[config.mk]
export PLATFORM = sky130hd
export DESIGN_NAME = avcc_config_to_annexb_unit
export DESIGN_NICKNAME = d
export VERILOG_FILES = /design/src/rtl/avcc_a2b_pkg.sv /design/src/rtl/avcc_a2b_parser.sv /design/src/rtl/avcc_config_to_annexb_unit.sv
export SDC_FILE = /design/constraint.sdc
export NUM_CORES = 1
export LEC_CHECK = 0
export ABC_AREA = 1
export BUFFER_PORTS_ARGS = -buffer_cell sky130_fd_sc_hd__clkbuf_2
export CORE_MARGIN = 1
export CORE_UTILIZATION = 55
export CTS_CLUSTER_DIAMETER = 80
export DETAILED_ROUTE_END_ITERATION = 6
export PLACE_DENSITY = 0.76
export SETUP_SLACK_MARGIN = 0.3
export SLEW_MARGIN = 10
export SYNTH_ARGS = -nofsm -noshare
export SYNTH_HDL_FRONTEND = slang
export SYNTH_SLANG_ARGS = --single-unit
export TNS_END_PERCENT = 1
[constraint.sdc]
create_clock -name clk -period 2.8 [get_ports clk]
set_input_delay 0.56 -clock clk [delete_from_list [all_inputs] [get_ports clk]]
set_output_delay 0.56 -clock clk [all_outputs]
set_load 0.05 [all_outputs]
[src/rtl/avcc_a2b_pkg.sv]
`timescale 1ns / 1ps
`default_nettype none

package avcc_a2b_pkg;

  localparam int unsigned HdrLen       = 5;
  localparam logic [7:0]  VersionOne   = 8'd1;
  localparam logic [7:0]  SpsCountMask = 8'd31;
  localparam logic [7:0]  StartCode [4] = '{8'h00, 8'h00, 8'h00, 8'h01};

  typedef enum logic [2:0] {
    ST_OK          = 3'd0,
    ST_BAD_VERSION = 3'd1,
    ST_SHORT_HDR   = 3'd2,
    ST_TRUNCATED   = 3'd3,
    ST_TRAILING    = 3'd4
  } status_t;

  typedef enum logic [7:0] {
    PH_HEADER    = 8'b0000_0001,
    PH_SPS_COUNT = 8'b0000_0010,
    PH_LEN_HI    = 8'b0000_0100,
    PH_LEN_LO    = 8'b0000_1000,
    PH_PAYLOAD   = 8'b0001_0000,
    PH_PPS_COUNT = 8'b0010_0000,
    PH_DONE      = 8'b0100_0000,
    PH_REJECT    = 8'b1000_0000
  } phase_t;

  typedef struct packed {
    logic [7:0] in_byte;
    logic       in_last;
  } in_beat_t;

  typedef struct packed {
    logic [7:0] out_byte;
    logic       is_end;
    logic [2:0] status;
    logic       run_last;
  } out_beat_t;

  // results caused by one input beat
  typedef struct packed {
    logic       start_code;
    logic       data;
    logic [7:0] data_byte;
    logic       is_end;
    logic [2:0] status;
  } burst_t;

endpackage

`default_nettype wire

[src/rtl/avcc_a2b_parser.sv]
`timescale 1ns / 1ps
`default_nettype none

module avcc_a2b_parser (
  input  logic                   clk,
  input  logic                   rst_n,
  input  logic                   take,
  input  avcc_a2b_pkg::in_beat_t in_data,
  output avcc_a2b_pkg::burst_t   burst
);
  import avcc_a2b_pkg::*;

  phase_t      phase_r, phase_nxt;
  logic [2:0]  hidx_r, hidx_nxt;
  logic [7:0]  sets_r, sets_nxt;
  logic        pps_r, pps_nxt;
  logic [7:0]  len_hi_r, len_hi_nxt;
  logic [15:0] left_r, left_nxt;
  logic [2:0]  err_r, err_nxt;

  function automatic phase_t enter_phase(input logic [7:0] sets, input logic pps);
    phase_t ph;
    if (sets != 8'd0) begin
      ph = PH_LEN_HI;
    end else if (!pps) begin
      ph = PH_PPS_COUNT;
    end else begin
      ph = PH_DONE;
    end
    return ph;
  endfunction

  always_comb begin
    logic [7:0] b;
    b          = in_data.in_byte;
    phase_nxt  = phase_r;
    hidx_nxt   = hidx_r;
    sets_nxt   = sets_r;
    pps_nxt    = pps_r;
    len_hi_nxt = len_hi_r;
    left_nxt   = left_r;
    err_nxt    = err_r;
    burst      = '0;

    case (phase_r)
      PH_HEADER: begin
        if (hidx_r == 3'd0 && b != VersionOne) begin
          err_nxt   = ST_BAD_VERSION;
          phase_nxt = PH_REJECT;
        end else begin
          hidx_nxt = hidx_r + 3'd1;
          if (hidx_nxt >= 3'(HdrLen)) begin
            phase_nxt = PH_SPS_COUNT;
          end
        end
      end
      PH_SPS_COUNT: begin
        sets_nxt  = b & SpsCountMask;
        pps_nxt   = 1'b0;
        phase_nxt = enter_phase(sets_nxt, 1'b0);
      end
      PH_LEN_HI: begin
        len_hi_nxt = b;
        phase_nxt  = PH_LEN_LO;
      end
      PH_LEN_LO: begin
        left_nxt         = {len_hi_r, b};
        burst.start_code = 1'b1;
        if (left_nxt == 16'd0) begin
          sets_nxt  = sets_r - 8'd1;
          phase_nxt = enter_phase(sets_nxt, pps_r);
        end else begin
          phase_nxt = PH_PAYLOAD;
        end
      end
      PH_PAYLOAD: begin
        burst.data      = 1'b1;
        burst.data_byte = b;
        left_nxt        = left_r - 16'd1;
        if (left_nxt == 16'd0) begin
          sets_nxt  = sets_r - 8'd1;
          phase_nxt = enter_phase(sets_nxt, pps_r);
        end
      end
      PH_PPS_COUNT: begin
        sets_nxt  = b;
        pps_nxt   = 1'b1;
        phase_nxt = enter_phase(b, 1'b1);
      end
      PH_DONE: begin
        if (err_r == ST_OK) begin
          err_nxt = ST_TRAILING;
        end
      end
      default: begin
        phase_nxt = PH_REJECT;
      end
    endcase

    if (in_data.in_last) begin
      burst.is_end = 1'b1;
      if (err_nxt != ST_OK) begin
        burst.status = err_nxt;
      end else if (phase_nxt == PH_HEADER || phase_nxt == PH_SPS_COUNT) begin
        burst.status = ST_SHORT_HDR;
      end else if (phase_nxt == PH_DONE) begin
        burst.status = ST_OK;
      end else begin
        burst.status = ST_TRUNCATED;
      end
      phase_nxt  = PH_HEADER;
      hidx_nxt   = 3'd0;
      sets_nxt   = 8'd0;
      pps_nxt    = 1'b0;
      len_hi_nxt = 8'd0;
      left_nxt   = 16'd0;
      err_nxt    = ST_OK;
    end
  end

  always_ff @(posedge clk) begin
    if (!rst_n) begin
      phase_r  <= PH_HEADER;
      hidx_r   <= 3'd0;
      sets_r   <= 8'd0;
      pps_r    <= 1'b0;
      len_hi_r <= 8'd0;
      left_r   <= 16'd0;
      err_r    <= ST_OK;
    end else if (take) begin
      phase_r  <= phase_nxt;
      hidx_r   <= hidx_nxt;
      sets_r   <= sets_nxt;
      pps_r    <= pps_nxt;
      len_hi_r <= len_hi_nxt;
      left_r   <= left_nxt;
      err_r    <= err_nxt;
    end
  end

endmodule

`default_nettype wire

[src/rtl/avcc_config_to_annexb_unit.sv]
// First result of an input beat is registered; it appears the cycle after it is accepted.
// Throughput: one input beat per cycle while each beat yields at most one result
// and out_ready is high; a beat that yields more results holds input until its last
// result is sent, so a set length (four start-code beats) stalls input.
// The output register holds up to five results of one beat and sends one per ready cycle.
// Reset (rst_n low at a clock edge) returns the parser to the header phase and
// empties the output register.
`timescale 1ns / 1ps
`default_nettype none

module avcc_config_to_annexb_unit (
  input  logic                    clk,
  input  logic                    rst_n,
  input  logic                    in_valid,
  output logic                    in_ready,
  input  avcc_a2b_pkg::in_beat_t  in_data,
  output logic                    out_valid,
  input  logic                    out_ready,
  output avcc_a2b_pkg::out_beat_t out_data
);
  import avcc_a2b_pkg::*;

  burst_t     burst;
  logic       take;
  logic       last_beat;
  logic       body;
  logic [2:0] nbody_nxt;

  logic [2:0] n_r, n_nxt;
  logic [2:0] pos_r, pos_nxt;
  logic [2:0] nbody_r;
  logic       sc_r;
  logic [7:0] byte_r;
  logic [2:0] status_r;

  assign out_valid = (n_r != 3'd0);
  assign last_beat = (pos_r == n_r - 3'd1);
  assign in_ready  = !out_valid || (out_ready && last_beat);
  assign take      = in_valid && in_ready;

  avcc_a2b_parser u_parser (
    .clk     (clk),
    .rst_n   (rst_n),
    .take    (take),
    .in_data (in_data),
    .burst   (burst)
  );

  always_comb begin
    if (burst.start_code) begin
      nbody_nxt = 3'd4;
    end else if (burst.data) begin
      nbody_nxt = 3'd1;
    end else begin
      nbody_nxt = 3'd0;
    end

    n_nxt   = n_r;
    pos_nxt = pos_r;
    if (take) begin
      n_nxt   = nbody_nxt + {2'b00, burst.is_end};
      pos_nxt = 3'd0;
    end else if (out_valid && out_ready) begin
      if (last_beat) begin
        n_nxt = 3'd0;
      end else begin
        pos_nxt = pos_r + 3'd1;
      end
    end
  end

  always_ff @(posedge clk) begin
    if (!rst_n) begin
      n_r   <= 3'd0;
      pos_r <= 3'd0;
    end else begin
      n_r   <= n_nxt;
      pos_r <= pos_nxt;
    end
  end

  always_ff @(posedge clk) begin
    if (take) begin
      nbody_r  <= nbody_nxt;
      sc_r     <= burst.start_code;
      byte_r   <= burst.data_byte;
      status_r <= burst.status;
    end
  end

  assign body = (pos_r < nbody_r);

  always_comb begin
    out_data = '0;
    if (body) begin
      out_data.out_byte = sc_r ? StartCode[pos_r[1:0]] : byte_r;
    end else begin
      out_data.is_end = 1'b1;
      out_data.status = status_r;
    end
    out_data.run_last = last_beat;
  end

endmodule

`default_nettype wire

==> metrics.txt <==
DR vias/cell 5.44; Final Non-Filler Cells between 700 and 800; crit share post-route 88.7%; syn avg cell area 6.60 um2; Skew-Pair Late Insertion Delay roughly 340 ps; placed inst area ~0.0045 mm2; Post-Syn Area about 0.0042 mm2; Top Ports 28; antenna viol nets, final 0; area of the multi-input gates 0.00240 mm2; Power Density between 400 and 500 mW/mm2; Final Hold Fails 0; register area between 0.001 and 0.0015 mm2; Worst Path Required approximately 2200 ps; max-slew violations 0; Die Y 89.9 um; CTS Buf Count 9; sequential area share after synthesis 34.2%; Peak Freq 403 MHz; CORE AREA about 0.0074 mm2; die area 0.00808 mm2; port buffer count 27; H-tree depth 3; grt ovf 0; Sink Count 66; Max rail drop VDD 0.000344 V; RD Place Congestion 0.911; # hold bufs at CTS 0; # rows 31; status finished clean; hold slack around 470 ps; crit path kind reg -> out; RSZ-0062 raised after global routing true; worst-margin pin slew just under 600 ps; Lkg Pwr approximately 2.1 nW; Startpoint Class flip-flop; largest net degree at the start of global routing 29; area grow syn2layout 11.8%; total wire length 11000 um; Warnings, synthesis 0; clk root buf clkbuf_8; Pre-antenna DRT Iters 5; drc violations 0; Tmin final 2480 ps; clock-pin slew on the worst setup and hold paths 80 ps; setup_tns 0 ps; Syn Nets between 600 and 700; FF+latch count, synth 66; relative slew slack between 60 and 70%; Layout Cell Area excl Fill roughly 0.0048 mm2; n_diodes 0; layout cells sized above 1 ~14%; placed wire-length estimate 8230 um; max_cap viols 0; vias in the first global route approximately 4.0k; Final Skew around 8.4 ps; Initial Util approximately 58%; filler cell count 679; number of DRC markers in iteration 0 approximately 330; Worst EP arrival ~1900 ps; Crit. End Element primary output; Layout Nets 700; WL per Instance roughly 14 um; total track usage about 28%; DP Cell Count around 760; first-pass GRT wire length around 18000 um; Setup-failing EPs final 0; crit-path max FO 3; Post-Syn Instances between 600 and 700; initial antenna violation count 0; vias post-DR 4238; Yosys cell types 42; CTS tree built; Hold Crit Class reg -> reg; clock tree buffer depth 2; die width 89.9 um
## cell usage in the layout, fill, tap and decap left out, types with 11 or more instances in the layout
cell,instances
a21oi_1,42
clkbuf_2,18
dfxtp_1,53
edfxtp_1,13
ha_1,12
inv_1,87
nand2_1,166
nand3_1,30
nand4_1,18
nor2_1,83
nor3_1,11
o21ai_0,36
## what timing repair did
action                                  in CTS  in global routing
setup buffers                                2                  0
resized for setup                           11                  1
endpoints found under the setup margin      11                 36
## area by class of cell
type | count | area share, %
clock inverter | 7 | 1.45
inverter | 96 | 7.69
tap | 99 | 2.61
timing repair buffer | 35 | 4.58
clock buffer | 9 | 2.61
sequential | 66 | 30.6
multi-input combinational | 467 | 50.5
## power breakdown
group | leakage [nW] | total [mW] | switching, mW | internal (mW)
Sequential | 0.561 | 1.02 | 0.0191 | 0.998
Clock | 0.0954 | 0.796 | 0.387 | 0.409
Combinational | 1.42 | 0.471 | 0.331 | 0.141
Total | 2.08 | 2.28 | 0.736 | 1.55
## path summary, 6_finish.rpt
check | startpoint | cells after the start | slack (ps) | end
min reg2reg | n_r[1]$_SDFFE_PN0P_ | 2 | 470 | n_r[1]$_SDFFE_PN0P_
max | n_r[0]$_SDFFE_PN0P_ | 9 | 320 | in_ready
min | n_r[1]$_SDFFE_PN0P_ | 2 | 470 | n_r[1]$_SDFFE_PN0P_
max reg2reg | n_r[0]$_SDFFE_PN0P_ | 13 | 390 | u_parser.left_r[12]$_SDFFE_PN0P_
## kinds of logic after synthesis
kind of cell / synth area share (%)
AND/OR/NAND/NOR: 36.1
buffers and inverters: 10.8
AO/OA/AOI/OAI: 13.4
flip-flops: 34.2
XOR/XNOR: 2.06
adder cells (fa/ha/maj): 3.53
## through the flow
step / power [mW] / setup WS [ps] / util (%)
floorplan: 1.39 / 169 / -
global placement: 1.48 / 460 / 61.2
detailed placement: 1.49 / 366 / 61.2
CTS: 2.29 / 297 / 64.4
global route: 2.39 / 211 / 64.5
finish: 2.28 / 316 / 64.5
## routing by layer
metal  GRT usage (%)  part of all wire, %
met5               0                    0
met2            46.7                   46
met3            3.05                  5.8
met4            10.2                  1.5
met1            37.0                   46
## critical path: stages, from the launching register on
cell and delay [ps]:
dfxtp_1 350, inv_1 80, ha_1 310, xnor2_1 140, a21oi_2 120, nand2_2 80, nor2_2 110, nand2_2 90
nand2_4 80, clkbuf_4 230
## registers in the layout, indices dropped and copies added (netlist names), 3 cells and up
signal	cells
u_parser.len_hi_r	8
u_parser.phase_r	8
u_parser.left_r	16
status_r	3
n_r	3
pos_r	3
u_parser.hidx_r	3
u_parser.sets_r	8
u_parser.err_r	3
byte_r	8
## synthesized netlist by cell type, drive strengths merged
cell type,count,share of area [%]
nand3b,1,0.18
inv,93,8.3
xor2,4,0.82
clkbuf,9,1.0
o31ai,1,0.18
o22ai,3,0.44
a41oi,1,0.21
nor3,11,1.3
nand2,173,16
nor2,99,9.6
a21oi,47,6.2
nand3,34,4.7
buf,6,1.2
o211ai,6,1.1
nand4,18,2.7
clkinv,3,0.27
and2,2,0.29
nor3b,1,0.18
nor4,5,1.1
dfxtp,53,25
o21ai,37,4.4
xnor2,6,1.2
edfxtp,13,9.2
ha,12,3.5
o2111ai,3,0.62
or2,1,0.15
a211oi,2,0.35
Power figures use the tool's default switching activity.
